--- src/rtl/dft_pkg.sv ---
// ============================================================================
// dft_pkg: shared types, constants and helpers of the DShot frame transmitter
// Field widths, register indexes, the throttle mapping constants and small
// helpers used by the encoder and the waveform generator.
// ============================================================================
package dft_pkg;

    localparam int FRAME_BITS = 16;
    localparam int TICK_W     = 15;
    localparam int FRAC_W     = 17;
    localparam int VALUE_W    = 11;
    localparam int POS_W      = $clog2(FRAME_BITS + 1);
    localparam int BIT_IDX_W  = $clog2(FRAME_BITS);
    localparam int CFG_IDX_W  = 3;

    localparam logic [VALUE_W-1:0] THR_SCALE  = 11'd1999;
    localparam logic [VALUE_W-1:0] THR_OFFSET = 11'd48;
    localparam logic [15:0]        THR_FULL   = 16'd32768;
    localparam int                 THR_SHIFT  = 15;

    typedef enum logic [CFG_IDX_W-1:0] {
        CFG_ONE_HIGH  = 3'd0,
        CFG_ONE_LOW   = 3'd1,
        CFG_ZERO_HIGH = 3'd2,
        CFG_ZERO_LOW  = 3'd3,
        CFG_GAP       = 3'd4
    } t_cfg_idx;

    typedef enum logic {
        MODE_TICK     = 1'b0,
        MODE_THROTTLE = 1'b1
    } t_mode;

    typedef enum logic {
        STATUS_OK    = 1'b0,
        STATUS_RANGE = 1'b1
    } t_status;

    typedef struct packed {
        logic [TICK_W-1:0] one_high;
        logic [TICK_W-1:0] one_low;
        logic [TICK_W-1:0] zero_high;
        logic [TICK_W-1:0] zero_low;
        logic [TICK_W-1:0] gap;
    } t_cfg;

    typedef struct packed {
        logic                  pin_level;
        logic [FRAME_BITS-1:0] frame_word;
        logic                  frame_end;
    } t_wave_out;

    // A count of zero behaves as one tick.
    function automatic logic [TICK_W-1:0] at_least_one(input logic [TICK_W-1:0] v);
        return (v == '0) ? TICK_W'(1) : v;
    endfunction

    // Frame bit at position p, counted from the MSB.
    function automatic logic frame_bit(input logic [FRAME_BITS-1:0] frame,
                                       input logic [POS_W-1:0]      p);
        return frame[~p[BIT_IDX_W-1:0]];
    endfunction

endpackage

--- src/rtl/dft_if.sv ---
// ============================================================================
// dft_if: stream channels of the DShot frame transmitter
// Command channel (tick or throttle) and result channel, valid/ready.
// ============================================================================
interface dft_cmd_if
    import dft_pkg::*;
();
    logic                     valid;
    logic                     ready;
    logic                     mode;
    logic signed [FRAC_W-1:0] throttle_fraction;

    modport source (output valid, mode, throttle_fraction, input ready);
    modport sink   (input valid, mode, throttle_fraction, output ready);
endinterface

interface dft_res_if
    import dft_pkg::*;
();
    logic                  valid;
    logic                  ready;
    logic                  pin_level;
    logic                  status;
    logic [FRAME_BITS-1:0] frame_word;
    logic                  frame_end;

    modport source (output valid, pin_level, status, frame_word, frame_end, input ready);
    modport sink   (input valid, pin_level, status, frame_word, frame_end, output ready);
endinterface

--- src/rtl/dft_frame_enc.sv ---
// ============================================================================
// dft_frame_enc: throttle fraction to DShot frame
// Range check, scale to 48..2047, pack with telemetry bit and checksum.
// ============================================================================
module dft_frame_enc
    import dft_pkg::*;
(
    input  logic signed [FRAC_W-1:0]     i_fraction,
    output logic                         o_range_err,
    output logic        [FRAME_BITS-1:0] o_frame
);

    localparam int PROD_W = 16 + VALUE_W;

    logic [PROD_W-1:0]          w_prod;
    logic [PROD_W-THR_SHIFT:0]  w_val_wide;
    logic [VALUE_W-1:0]         w_val;
    logic [3:0]                 w_crc;

    assign o_range_err = i_fraction[FRAC_W-1] || (i_fraction[15:0] > THR_FULL);

    assign w_prod     = PROD_W'(i_fraction[15:0]) * PROD_W'(THR_SCALE);
    assign w_val_wide = (PROD_W-THR_SHIFT+1)'(w_prod[PROD_W-1:THR_SHIFT])
                      + (PROD_W-THR_SHIFT+1)'(THR_OFFSET);
    assign w_val      = w_val_wide[VALUE_W-1:0];

    // checksum: XOR of the three upper nibbles; telemetry bit is zero
    assign w_crc   = w_val[10:7] ^ w_val[6:3] ^ {w_val[2:0], 1'b0};
    assign o_frame = {w_val, 1'b0, w_crc};

endmodule

--- src/rtl/dft_wave_gen.sv ---
// ============================================================================
// dft_wave_gen: DShot line waveform state
// Holds active and pending frames and the bit/phase/tick counters; one tick
// per strobe.
// ============================================================================
module dft_wave_gen
    import dft_pkg::*;
(
    input  logic                  i_clk,
    input  logic                  i_rst_n,
    input  logic                  i_tick,
    input  logic                  i_set,
    input  logic [FRAME_BITS-1:0] i_set_frame,
    input  t_cfg                  i_cfg,
    output t_wave_out             o_next
);

    logic [FRAME_BITS-1:0] r_active, n_active;
    logic [FRAME_BITS-1:0] r_pend,   n_pend;
    logic                  r_pend_v, n_pend_v;
    logic                  r_run,    n_run;
    logic [POS_W-1:0]      r_pos,    n_pos;
    logic                  r_low,    n_low;
    logic [TICK_W-1:0]     r_ticks,  n_ticks;
    logic                  r_pin,    n_pin;
    logic                  w_fend;

    always_comb begin
        n_active = r_active;
        n_pend   = r_pend;
        n_pend_v = r_pend_v;
        n_run    = r_run;
        n_pos    = r_pos;
        n_low    = r_low;
        n_ticks  = r_ticks;
        n_pin    = r_pin;
        w_fend   = 1'b0;
        if (i_set) begin
            n_pend   = i_set_frame;
            n_pend_v = 1'b1;
        end else if (i_tick) begin
            if (!r_run && r_pend_v) begin
                n_active = r_pend;
                n_pend_v = 1'b0;
                n_run    = 1'b1;
                n_pos    = '0;
                n_low    = 1'b0;
                n_ticks  = at_least_one(r_pend[FRAME_BITS-1] ? i_cfg.one_high
                                                             : i_cfg.zero_high);
            end
            if (!n_run) begin
                n_pin = 1'b0;
            end else begin
                n_pin = !n_pos[POS_W-1] && !n_low;
                if (n_ticks != '0) begin
                    n_ticks = n_ticks - TICK_W'(1);
                end
                if (n_ticks == '0) begin
                    if (!n_pos[POS_W-1]) begin
                        if (!n_low) begin
                            n_low   = 1'b1;
                            n_ticks = at_least_one(frame_bit(n_active, n_pos)
                                                   ? i_cfg.one_low : i_cfg.zero_low);
                        end else begin
                            n_pos = n_pos + POS_W'(1);
                            n_low = 1'b0;
                            if (!n_pos[POS_W-1]) begin
                                n_ticks = at_least_one(frame_bit(n_active, n_pos)
                                                       ? i_cfg.one_high : i_cfg.zero_high);
                            end else begin
                                n_ticks = at_least_one(i_cfg.gap);
                            end
                        end
                    end else begin
                        // end of gap: restart, taking a pending frame
                        w_fend = 1'b1;
                        if (n_pend_v) begin
                            n_active = n_pend;
                            n_pend_v = 1'b0;
                        end
                        n_pos   = '0;
                        n_low   = 1'b0;
                        n_ticks = at_least_one(n_active[FRAME_BITS-1] ? i_cfg.one_high
                                                                      : i_cfg.zero_high);
                    end
                end
            end
        end
    end

    always_ff @(posedge i_clk) begin
        if (!i_rst_n) begin
            r_active <= '0;
            r_pend   <= '0;
            r_pend_v <= 1'b0;
            r_run    <= 1'b0;
            r_pos    <= '0;
            r_low    <= 1'b0;
            r_ticks  <= '0;
            r_pin    <= 1'b0;
        end else begin
            r_active <= n_active;
            r_pend   <= n_pend;
            r_pend_v <= n_pend_v;
            r_run    <= n_run;
            r_pos    <= n_pos;
            r_low    <= n_low;
            r_ticks  <= n_ticks;
            r_pin    <= n_pin;
        end
    end

    assign o_next.pin_level  = n_pin;
    assign o_next.frame_word = n_active;
    assign o_next.frame_end  = w_fend;

endmodule

--- src/rtl/dshot_frame_transmitter.sv ---
// ============================================================================
// dshot_frame_transmitter: DShot frame encoder and line waveform generator
// Every command transfer yields one result transfer. A throttle command
// (mode 1) turns a Q1.15 fraction into a pending 16-bit frame, or reports
// status 1 and keeps the frame if the fraction is negative or above 1.0.
// A tick command (mode 0) moves the line waveform one tick: each frame bit,
// MSB first, is high then low for tick counts set by the bit value, then a
// low gap follows and the frame repeats; a pending frame is taken at the next
// frame start. The pin stays low until the first frame is pending. Each
// command passes through the combinational encoder and waveform logic into
// the result register, so a command is taken every cycle while the result
// side keeps up. Tick counts are written through the configuration port
// (index 0..4: one high, one low, zero high, zero low, gap); the user writes
// them only while idle, which the block does not enforce. A zero count acts as one.
// ============================================================================
module dshot_frame_transmitter
    import dft_pkg::*;
(
    input  logic                  i_clk,
    input  logic                  i_rst_n,
    dft_cmd_if.sink               i_cmd,
    dft_res_if.source             o_res,
    input  logic                  i_cfg_we,
    input  logic [CFG_IDX_W-1:0]  i_cfg_idx,
    input  logic [TICK_W-1:0]     i_cfg_data
);

    // ---- configuration registers ----
    t_cfg r_cfg;

    always_ff @(posedge i_clk) begin
        if (!i_rst_n) begin
            r_cfg.one_high  <= TICK_W'(30);
            r_cfg.one_low   <= TICK_W'(10);
            r_cfg.zero_high <= TICK_W'(15);
            r_cfg.zero_low  <= TICK_W'(25);
            r_cfg.gap       <= TICK_W'(500);
        end else if (i_cfg_we) begin
            unique case (i_cfg_idx)
                CFG_ONE_HIGH:  r_cfg.one_high  <= i_cfg_data;
                CFG_ONE_LOW:   r_cfg.one_low   <= i_cfg_data;
                CFG_ZERO_HIGH: r_cfg.zero_high <= i_cfg_data;
                CFG_ZERO_LOW:  r_cfg.zero_low  <= i_cfg_data;
                CFG_GAP:       r_cfg.gap       <= i_cfg_data;
                default: ;     // writes beyond the register list are dropped
            endcase
        end
    end

    // ---- command handshake ----
    // The result register frees up in the same cycle it is drained.
    logic r_out_valid;
    logic w_accept;
    logic w_is_set;

    assign i_cmd.ready = !r_out_valid || o_res.ready;
    assign w_accept    = i_cmd.valid && i_cmd.ready;
    assign w_is_set    = (i_cmd.mode == MODE_THROTTLE);

    // ---- throttle encoder ----
    logic                  w_range_err;
    logic [FRAME_BITS-1:0] w_frame;

    dft_frame_enc u_enc (
        .i_fraction  (i_cmd.throttle_fraction),
        .o_range_err (w_range_err),
        .o_frame     (w_frame)
    );

    // ---- waveform state ----
    t_wave_out w_wave;

    dft_wave_gen u_wave (
        .i_clk       (i_clk),
        .i_rst_n     (i_rst_n),
        .i_tick      (w_accept && !w_is_set),
        .i_set       (w_accept && w_is_set && !w_range_err),
        .i_set_frame (w_frame),
        .i_cfg       (r_cfg),
        .o_next      (w_wave)
    );

    // ---- result register ----
    t_wave_out r_res;
    logic      r_status;

    always_ff @(posedge i_clk) begin
        if (!i_rst_n) begin
            r_out_valid <= 1'b0;
        end else if (w_accept) begin
            r_out_valid <= 1'b1;
        end else if (o_res.ready) begin
            r_out_valid <= 1'b0;
        end
    end

    always_ff @(posedge i_clk) begin
        if (w_accept) begin
            r_res    <= w_wave;
            r_status <= (w_is_set && w_range_err) ? STATUS_RANGE : STATUS_OK;
        end
    end

    assign o_res.valid      = r_out_valid;
    assign o_res.pin_level  = r_res.pin_level;
    assign o_res.status     = r_status;
    assign o_res.frame_word = r_res.frame_word;
    assign o_res.frame_end  = r_res.frame_end;

`ifndef SYNTHESIS
    // a frame ends only inside the low gap
    a_fend_pin_low: assert property (@(posedge i_clk) disable iff (!i_rst_n)
        (r_out_valid && r_res.frame_end) |-> !r_res.pin_level)
        else $error("frame end reported with pin high");

    // range errors come from throttle commands, which never end a frame
    a_status_no_fend: assert property (@(posedge i_clk) disable iff (!i_rst_n)
        (r_out_valid && r_status) |-> !r_res.frame_end)
        else $error("range error and frame end in one result");

    // a new result appears only after a command transfer
    a_result_from_cmd: assert property (@(posedge i_clk) disable iff (!i_rst_n)
        $rose(r_out_valid) |-> $past(w_accept))
        else $error("result without a command transfer");
`endif

endmodule

--- src/flat_wrapper.sv ---
// flat-port wrapper written by rule: the top's interface ports become plain ports
module dshot_frame_transmitter_flat import dft_pkg::*;
  (i_clk, i_rst_n, i_cfg_we, i_cfg_idx, i_cfg_data, i_cmd_valid, i_cmd_mode, i_cmd_throttle_fraction, i_cmd_ready, o_res_valid, o_res_pin_level, o_res_status, o_res_frame_word, o_res_frame_end, o_res_ready);
  dft_cmd_if i_cmd_i ();
  dft_res_if o_res_i ();
  input  logic i_clk;
  input  logic i_rst_n;
  input  logic i_cfg_we;
  input  logic [CFG_IDX_W-1:0] i_cfg_idx;
  input  logic [TICK_W-1:0] i_cfg_data;
  input wire logic [$bits(i_cmd_i.valid)-1:0] i_cmd_valid;
  input wire logic [$bits(i_cmd_i.mode)-1:0] i_cmd_mode;
  input wire logic [$bits(i_cmd_i.throttle_fraction)-1:0] i_cmd_throttle_fraction;
  output wire logic [$bits(i_cmd_i.ready)-1:0] i_cmd_ready;
  output wire logic [$bits(o_res_i.valid)-1:0] o_res_valid;
  output wire logic [$bits(o_res_i.pin_level)-1:0] o_res_pin_level;
  output wire logic [$bits(o_res_i.status)-1:0] o_res_status;
  output wire logic [$bits(o_res_i.frame_word)-1:0] o_res_frame_word;
  output wire logic [$bits(o_res_i.frame_end)-1:0] o_res_frame_end;
  input wire logic [$bits(o_res_i.ready)-1:0] o_res_ready;
  assign i_cmd_i.valid = i_cmd_valid;
  assign i_cmd_i.mode = i_cmd_mode;
  assign i_cmd_i.throttle_fraction = i_cmd_throttle_fraction;
  assign i_cmd_ready = i_cmd_i.ready;
  assign o_res_valid = o_res_i.valid;
  assign o_res_pin_level = o_res_i.pin_level;
  assign o_res_status = o_res_i.status;
  assign o_res_frame_word = o_res_i.frame_word;
  assign o_res_frame_end = o_res_i.frame_end;
  assign o_res_i.ready = o_res_ready;
  dshot_frame_transmitter u_core (.i_clk(i_clk), .i_rst_n(i_rst_n), .i_cmd(i_cmd_i), .o_res(o_res_i), .i_cfg_we(i_cfg_we), .i_cfg_idx(i_cfg_idx), .i_cfg_data(i_cfg_data));
endmodule
--- config.mk ---
export PLATFORM = sky130hd
export DESIGN_NAME = dshot_frame_transmitter_flat
export DESIGN_NICKNAME = d
export VERILOG_FILES = /design/src/rtl/dft_pkg.sv /design/src/rtl/dft_if.sv /design/src/rtl/dft_frame_enc.sv /design/src/rtl/dft_wave_gen.sv /design/src/rtl/dshot_frame_transmitter.sv /design/src/flat_wrapper.sv
export SDC_FILE = /design/constraint.sdc
export NUM_CORES = 1
export LEC_CHECK = 0
export BUFFER_PORTS_ARGS = -buffer_cell sky130_fd_sc_hd__buf_2
export CORE_ASPECT_RATIO = 0.9
export CORE_MARGIN = 3
export CORE_UTILIZATION = 45
export CTS_CLUSTER_SIZE = 8
export DETAILED_ROUTE_END_ITERATION = 16
export GPL_TIMING_DRIVEN = 0
export PLACE_DENSITY_LB_ADDON = 0.12
export SYNTH_ARGS = -nofsm -noshare
export SYNTH_HDL_FRONTEND = slang
export SYNTH_HIERARCHICAL = 1
export SYNTH_SLANG_ARGS = --single-unit
--- constraint.sdc ---
create_clock -name i_clk -period 7.76 [get_ports i_clk]
set_input_delay 1.552 -clock i_clk [delete_from_list [all_inputs] [get_ports i_clk]]
set_output_delay 1.552 -clock i_clk [all_outputs]
set_load 0.03 [all_outputs]
==> metrics.txt, run 1 <==
min-delay worst type flip-flop to flip-flop; hold_buf cts 0; setup ws final 368 ps; worst skew pair latency around 430 ps; Setup Buffers After CTS 0; cell mode on critical path fa_1; post-placement setup slack -70.5 ps; reg-to-reg startpoint u_core/r_cfg[70]; fin crit period 7390 ps; antenna violations before repair 0; core area about 28000 sq um; Final Setup Violations 0; DR iter-0 viols roughly 760; gr ovfl total 0; Slowest cell on crit path fa_1; Hold Crit Start u_core/r_cfg[0]; Synth top area share between 20% and 30%; Crit path largest cell delay roughly 550 ps; n_diodes 0; Via density ~5.7; CP Capture Type flip-flop; Critical Path Fanout Max 6; most common cell after layout, fill and taps aside nand2_1; Synth Flop Type dfxtp_1; ANT nets after route 0; fin crit share between 90% and 100%; outcome completed; Avg Cell Area, Syn 9.48 sq um; most frequent cells in the layout nand2_1 (171), mux2i_1 (145), inv_1 (143); P_int between 3000 and 4000 uW; Num CTS Buffers 17; WP buf/inv 5; total vias in the final route about 10000; crit path cell chain buf_2, inv_1, fa_1, fa_1, fa_1, inv_1, fa_1, inv_1, fa_1, inv_1, ha_1, a21o_1, o21bai_1, o21ba_1, o21ai_0, nand2_1, ha_1, nor4b_4, nand3_1, mux2i_2, xnor2_1, mux2i_1, nor2_1; async set-or-reset flop fraction in the synthesized netlist 0%; Worst setup SP type input port; H-tree depth 4; worst-margin pin slew between 700 and 800 ps; Final TNS setup 0 ps; Switching Fraction 44.6%; synth top area cells dfxtp_1 (20%), fa_1 (14%), mux2i_1 (11%); PD cells about 380 nW/um^2; CTS tree yes; Hold Vio Cnt, Final 0; post-cts resize count 0; vias in the first global route 10400; flop2flop setup slack a little over 3000 ps; largest net degree at the start of global routing 20; first-pass GRT wire length just under 60000 um; count of pins over their slew limit 0; crit path from i_cmd_throttle_fraction[6]; Setup Skew about 8.8 ps; leak pwr 0.00632 uW; I/O pins 62; register area share after synthesis 24.5%; drt wl/cell about 20 um; Post-DP Area approximately 14000 sq um; worst hold stages 2; WL final approximately 36000 um; FMAX 0.135 GHz; drt drc 0; Slew headroom between 40 and 50%; synthesized instance count between 1000 and 1500; Hold Worst Slack 473 ps; peak supply drop around 0.37 mV; Post-synth EDFFs 19; TritonRoute pass-1 iters 6; Register-to-Register Path Depth 13; gr usage total 23.8%; share of cells above drive strength 1 about 15%; Site Rows 58; synth unique cells slightly above 100; HPWL after DPL ~29000 um; Die H between 150 and 200 um; Layout Nets 1672; Clock transition at path regs 60 ps; FF+latch count, synth about 150; Post-Syn Area between 10000 and 15000 sq um; Worst Path Arrival 7750 ps; Final GP Congestion ~0.95; warnings from Yosys 6; Seq pwr share between 10% and 20%; Clock Sinks about 150; post-route cell area between 10000 and 15000 sq um; combinational share of power 68.3%; Die W 186 um; cell taking the most area after synthesis dfxtp_1; Max Buffers Root-to-Sink 2; syn_nets between 1500 and 2000; die area slightly above 30000 sq um; worst setup path class input port to flip-flop; Req. time, crit path 8120 ps; number of port buffers 60; MaxCap Viol Count 0; Area Growth Syn to Fin 10.5%; NetSw about 2400 uW; Crit path depth 23; Initial Utilization 46.3%; clock power share approximately 16%; CTS root buffer clkbuf_16; RSZ-0062 raised after global routing no; family with the most delay on the worst path adder cells
[final timing paths]
check / endpoint
max: u_core/u_wave/r_pend[15]
min: u_core/r_cfg[0]
max reg2reg: u_core/o_res.frame_word[12]
min reg2reg: u_core/r_cfg[0]
[worst reg2reg max path, stage by stage, from the launching register on]
cell and delay (ps):
dfxtp_1 360, nor4_1 640, a41oi_1 260, a221oi_1 540, a21oi_1 240, ha_1 310
nand4_2 110, or4_4 160, or3b_1 400, a2111oi_4 400, and2_1 250, a41oi_4 220
buf_6 250, mux2_4 320
[power groups by stage]
| stage | clock network (uW) | logic, uW | registers [uW] |
|---|---|---|---|
| final | 851 | 3720 | 875 |
| after global routing | 895 | 4190 | 881 |
| after global placement | 0 | 3710 | 892 |
| after floorplan | 0 | 3010 | 885 |
| after CTS | 861 | 3740 | 875 |
| after detailed placement | 0 | 3720 | 892 |
[cell type report]
cell class	count	area [sq um]
clock inverters	12	123
clock buffers	20	478
flip-flops and latches	151	3210
well taps	360	450
inverters	143	537
plain buffers	72	429
repair buffers	61	315
fillers	2689	13800
multi-input cells	1016	8920
[cell usage after synthesis, types with 9 or more instances]
cell / count
mux2_2: 26
nor2_1: 54
edfxtp_1: 19
o21ai_1: 9
clkbuf_1: 38
o21ai_0: 40
a21oi_1: 42
nor2b_1: 34
buf_6: 9
o211ai_1: 10
nor3_1: 16
ha_1: 77
dfxtp_1: 132
fa_1: 92
nand2_1: 171
mux2_4: 11
mux2i_1: 145
nand4_1: 21
and3_1: 9
inv_1: 143
and2_1: 10
a31oi_1: 14
nand3_1: 25
xnor2_1: 19
nor4_1: 19
[kinds of logic after synthesis]
kind of cell             synth area share, %
other                                 0.0286
buffers and inverters                   7.37
flip-flops                              24.5
multiplexers                            17.9
adder cells (fa/ha/maj)                 21.4
AND/OR/NAND/NOR                         16.5
AO/OA/AOI/OAI                           10.4
XOR/XNOR                                1.91
[state kept, by name (all words and copies together), names as in the netlist]
signal and cells:
u_core/r_cfg 75, u_core/o_res.frame_word 16, u_core/u_wave/r_active 16, u_core/u_wave/r_pend 16, u_core/u_wave/r_ticks 15, u_core/u_wave/r_pos 5, u_core/o_res.frame_end 1, u_core/o_res.pin_level 1
u_core/o_res.status 1, u_core/o_res.valid 1, u_core/u_wave/r_low 1, u_core/u_wave/r_pend_v 1, u_core/u_wave/r_pin 1, u_core/u_wave/r_run 1
[per-layer routing]
metal  up-vias  track usage (%)  routed length, um
li1       4962                -                  -
met1      5183             33.9              16800
met2       287             38.6              17100
met3        44             3.87               1790
met4         0             4.73                606
met5         -                0                  0
[metrics by stage]
step | power, uW | instances | util (%)
2_1_floorplan | 3900 | 1382 | -
6_report | 5440 | 1835 | 51.1
3_5_place_dp | 4610 | 1803 | 49.0
4_1_cts | 5480 | 1835 | 51.1
3_3_place_gp | 4600 | 1802 | 48.9
5_1_grt | 5970 | 1835 | 51.1
No activity file was read; power rests on OpenSTA's default activity.
==> run 2: changes to the inputs <==
Settings changed: ABC_AREA from default to 1.
==> run 2 against run 1 <==
Compared with the run above: clock power up 3.2%; via count up 35%; count of clock-buffer cells in the layout unchanged; cell count up 47%; setup slack better by 720 ps; flip-flop and latch count unchanged.
==> metrics.txt, run 2 <==
family with the most delay on the worst path adder cells; Final GP Congestion between 0.9 and 1; WP buf/inv 7; reg-to-reg startpoint u_core/u_wave/r_pend[15]; min-delay worst type flip-flop to flip-flop; fin crit period about 6700 ps; Synth Flop Type dfxtp_1; worst-margin pin slew 840 ps; ANT nets after route 0; hold_buf cts 0; Avg Cell Area, Syn between 6 and 7 sq um; MaxCap Viol Count 0; P_int between 2000 and 3000 uW; synth top area cells dfxtp_1 (18%), nand2_1 (17%), fa_1 (13%); DP Cell Count roughly 2700; RSZ-0062 raised after global routing no; combinational share of power between 70% and 80%; worst skew pair latency approximately 440 ps; Max Buffers Root-to-Sink 2; Post-Layout Cell Count 2703; HPWL after DPL between 30000 and 40000 um; synthesized instance count roughly 2200; gr ovfl total 0; most frequent cell after synthesis nand2_1; FF+latch count, synth between 150 and 200; Req. time, crit path 8090 ps; Area Growth Syn to Fin 9.92%; cell taking the most area after synthesis dfxtp_1; Via density roughly 5.2; Die W between 150 and 200 um; crit path from i_cmd_throttle_fraction[6]; gr usage total 26.7%; drt drc 0; clock power share roughly 15%; DR iter-0 viols 1200; die area between 30000 and 40000 sq um; CP Capture Type flip-flop; I/O pins between 60 and 70; Setup Buffers After CTS 0; warnings from Yosys 6; Die H ~180 um; Worst setup endpoint u_core/u_wave/r_pend[2]; core area 31200 sq um; leak pwr 0.00804 uW; Crit path largest cell delay 540 ps; register area share after synthesis between 20% and 30%; FMAX ~0.15 GHz; NetSw 2930 uW; Final TNS setup 0 ps; PD cells 363 nW/um^2; Synth top area share between 10% and 20%; outcome completed; Seq pwr share approximately 15%; Worst Path Arrival roughly 7000 ps; Fill cells 3228; first-pass GRT wire length 72800 um; Layout Nets 2491; syn_nets 2412; TritonRoute pass-1 iters 5; Biggest register u_core/r_cfg; drt wl/cell ~17 um; Crit path depth 26; CTS root buffer clkbuf_16; most common cell after layout, fill and taps aside nand2_1; Critical Path Fanout Max 5; total vias in the final route 14200; Slew headroom 43.4%; most frequent cells in the layout nand2_1 (651), inv_1 (325), nor2_1 (248); largest net degree at the start of global routing 21; top cells by count, synth nand2_1 (651), inv_1 (325), nor2_1 (248), nand3_1 (194), dfxtp_1 (132); flop2flop setup slack between 3000 and 4000 ps; Switching Fraction roughly 51%; synth unique cells 52; fin crit share 86.0%; count of pins over their slew limit 0; Initial Utilization 46.2%; Post-synth EDFFs 19; Site Rows 61; number of port buffers 60; Post-Syn Area between 10000 and 15000 sq um; FF-to-FF End u_core/o_res.frame_word[13]; Setup Skew 10.1 ps; async set-or-reset flop fraction in the synthesized netlist 0%; share of cells above drive strength 1 between 9 and 10%; post-cts resize count 0; cell mode on critical path inv_1; CTS tree yes; H-tree depth 4; peak supply drop 0.354 mV; Num CTS Buffers 17; antenna violations before repair 0; Worst setup SP type input port; vias in the first global route between 10000 and 15000; Hold Vio Cnt, Final 0; Clock transition at path regs approximately 70 ps; WL final around 46000 um; Clock Sinks between 150 and 200; Final Setup Violations 0; Register-to-Register Path Depth 22; Slowest cell on crit path fa_1; worst setup path class input port to flip-flop; max reg flops 75
==> run 2: cell count changes after synthesis, sizes merged, moves of 16 or more <==
cell   previous run  this run
buf              32        49
inv             143       333
mux2             40         0
a21oi            45        90
nand2           171       673
o21ai            50       113
mux2i           159        12
nor4             21         5
nand3            27       206
nor2             54       264
nand4            22        40
nor2b            35         0
==> run 2: power by group through the flow <==
stage / registers (uW) / clock network, uW / logic (uW)
after floorplan: 861 / 0 / 3130
after detailed placement: 860 / 0 / 4000
final: 844 / 878 / 4030
after global placement: 859 / 0 / 3960
after CTS: 843 / 896 / 4040
after global routing: 846 / 927 / 4680
==> run 2: kinds of logic after synthesis <==
kind of cell | synth area share, %
AO/OA/AOI/OAI | 8.30
XOR/XNOR | 1.01
adder cells (fa/ha/maj) | 19.4
buffers and inverters | 12.0
flip-flops | 22.3
multiplexers | 0.833
other | 0.0260
AND/OR/NAND/NOR | 36.1
==> run 2: how the worst min path moves through the flow <==
stage	to	startpoint	slack, ps	cells past startpoint
6_report	u_core/u_wave/r_ticks[6]	u_core/u_wave/r_ticks[6]	470	2
5_1_grt	u_core/u_wave/r_ticks[10]	u_core/u_wave/r_ticks[10]	490	2
3_3_place_gp	u_core/u_wave/r_ticks[6]	u_core/u_wave/r_ticks[6]	450	2
2_1_floorplan	u_core/r_cfg[15]	u_core/r_cfg[15]	430	2
4_1_cts	u_core/u_wave/r_ticks[6]	u_core/u_wave/r_ticks[6]	470	2
3_5_place_dp	u_core/u_wave/r_ticks[6]	u_core/u_wave/r_ticks[6]	460	2
==> run 2: cell type report <==
class                   instances  area, sq um  area share, %
inverters                     340         1280           8.07
repair buffers                 60          300           1.89
plain buffers                  86          448           2.83
multi-input cells            1625         9480           59.8
diodes                          1         2.50         0.0158
flip-flops and latches        151         3210           20.3
clock buffers                  20          468           2.95
clock inverters                11          148          0.931
well taps                     409          512           3.23
==> run 2: metrics by stage <==
step / worst slack, ps / hold slack [ps] / power (uW) / utilization (%) / instance area (sq um)
2_1_floorplan: 1330 / 429 / 4000 / - / 14400
3_3_place_gp: 697 / 453 / 4820 / 48.8 / 15200
3_5_place_dp: 664 / 456 / 4860 / 48.8 / 15200
4_1_cts: 1090 / 467 / 5780 / 50.8 / 15900
5_1_grt: 690 / 493 / 6450 / 50.8 / 15900
6_report: 1080 / 466 / 5750 / 50.8 / 15900
==> run 2: worst register-to-register path: cells and delay by family (launching register included) <==
family	cells	cell delay, ps
AND/OR/NAND/NOR	14	1900
flip-flops	1	370
AO/OA/AOI/OAI	2	820
adder cells (fa/ha/maj)	1	180
buffers and inverters	5	900
==> run 2: routing by layer <==
metal  wire length (um)  vias to the layer above  GRT usage [%]
met5                  0                        -              0
met4               1150                        0           7.09
met3               2840                       76           3.15
met2              19900                      508           42.1
met1              21700                     6516           39.1
li1                   -                     7054              -
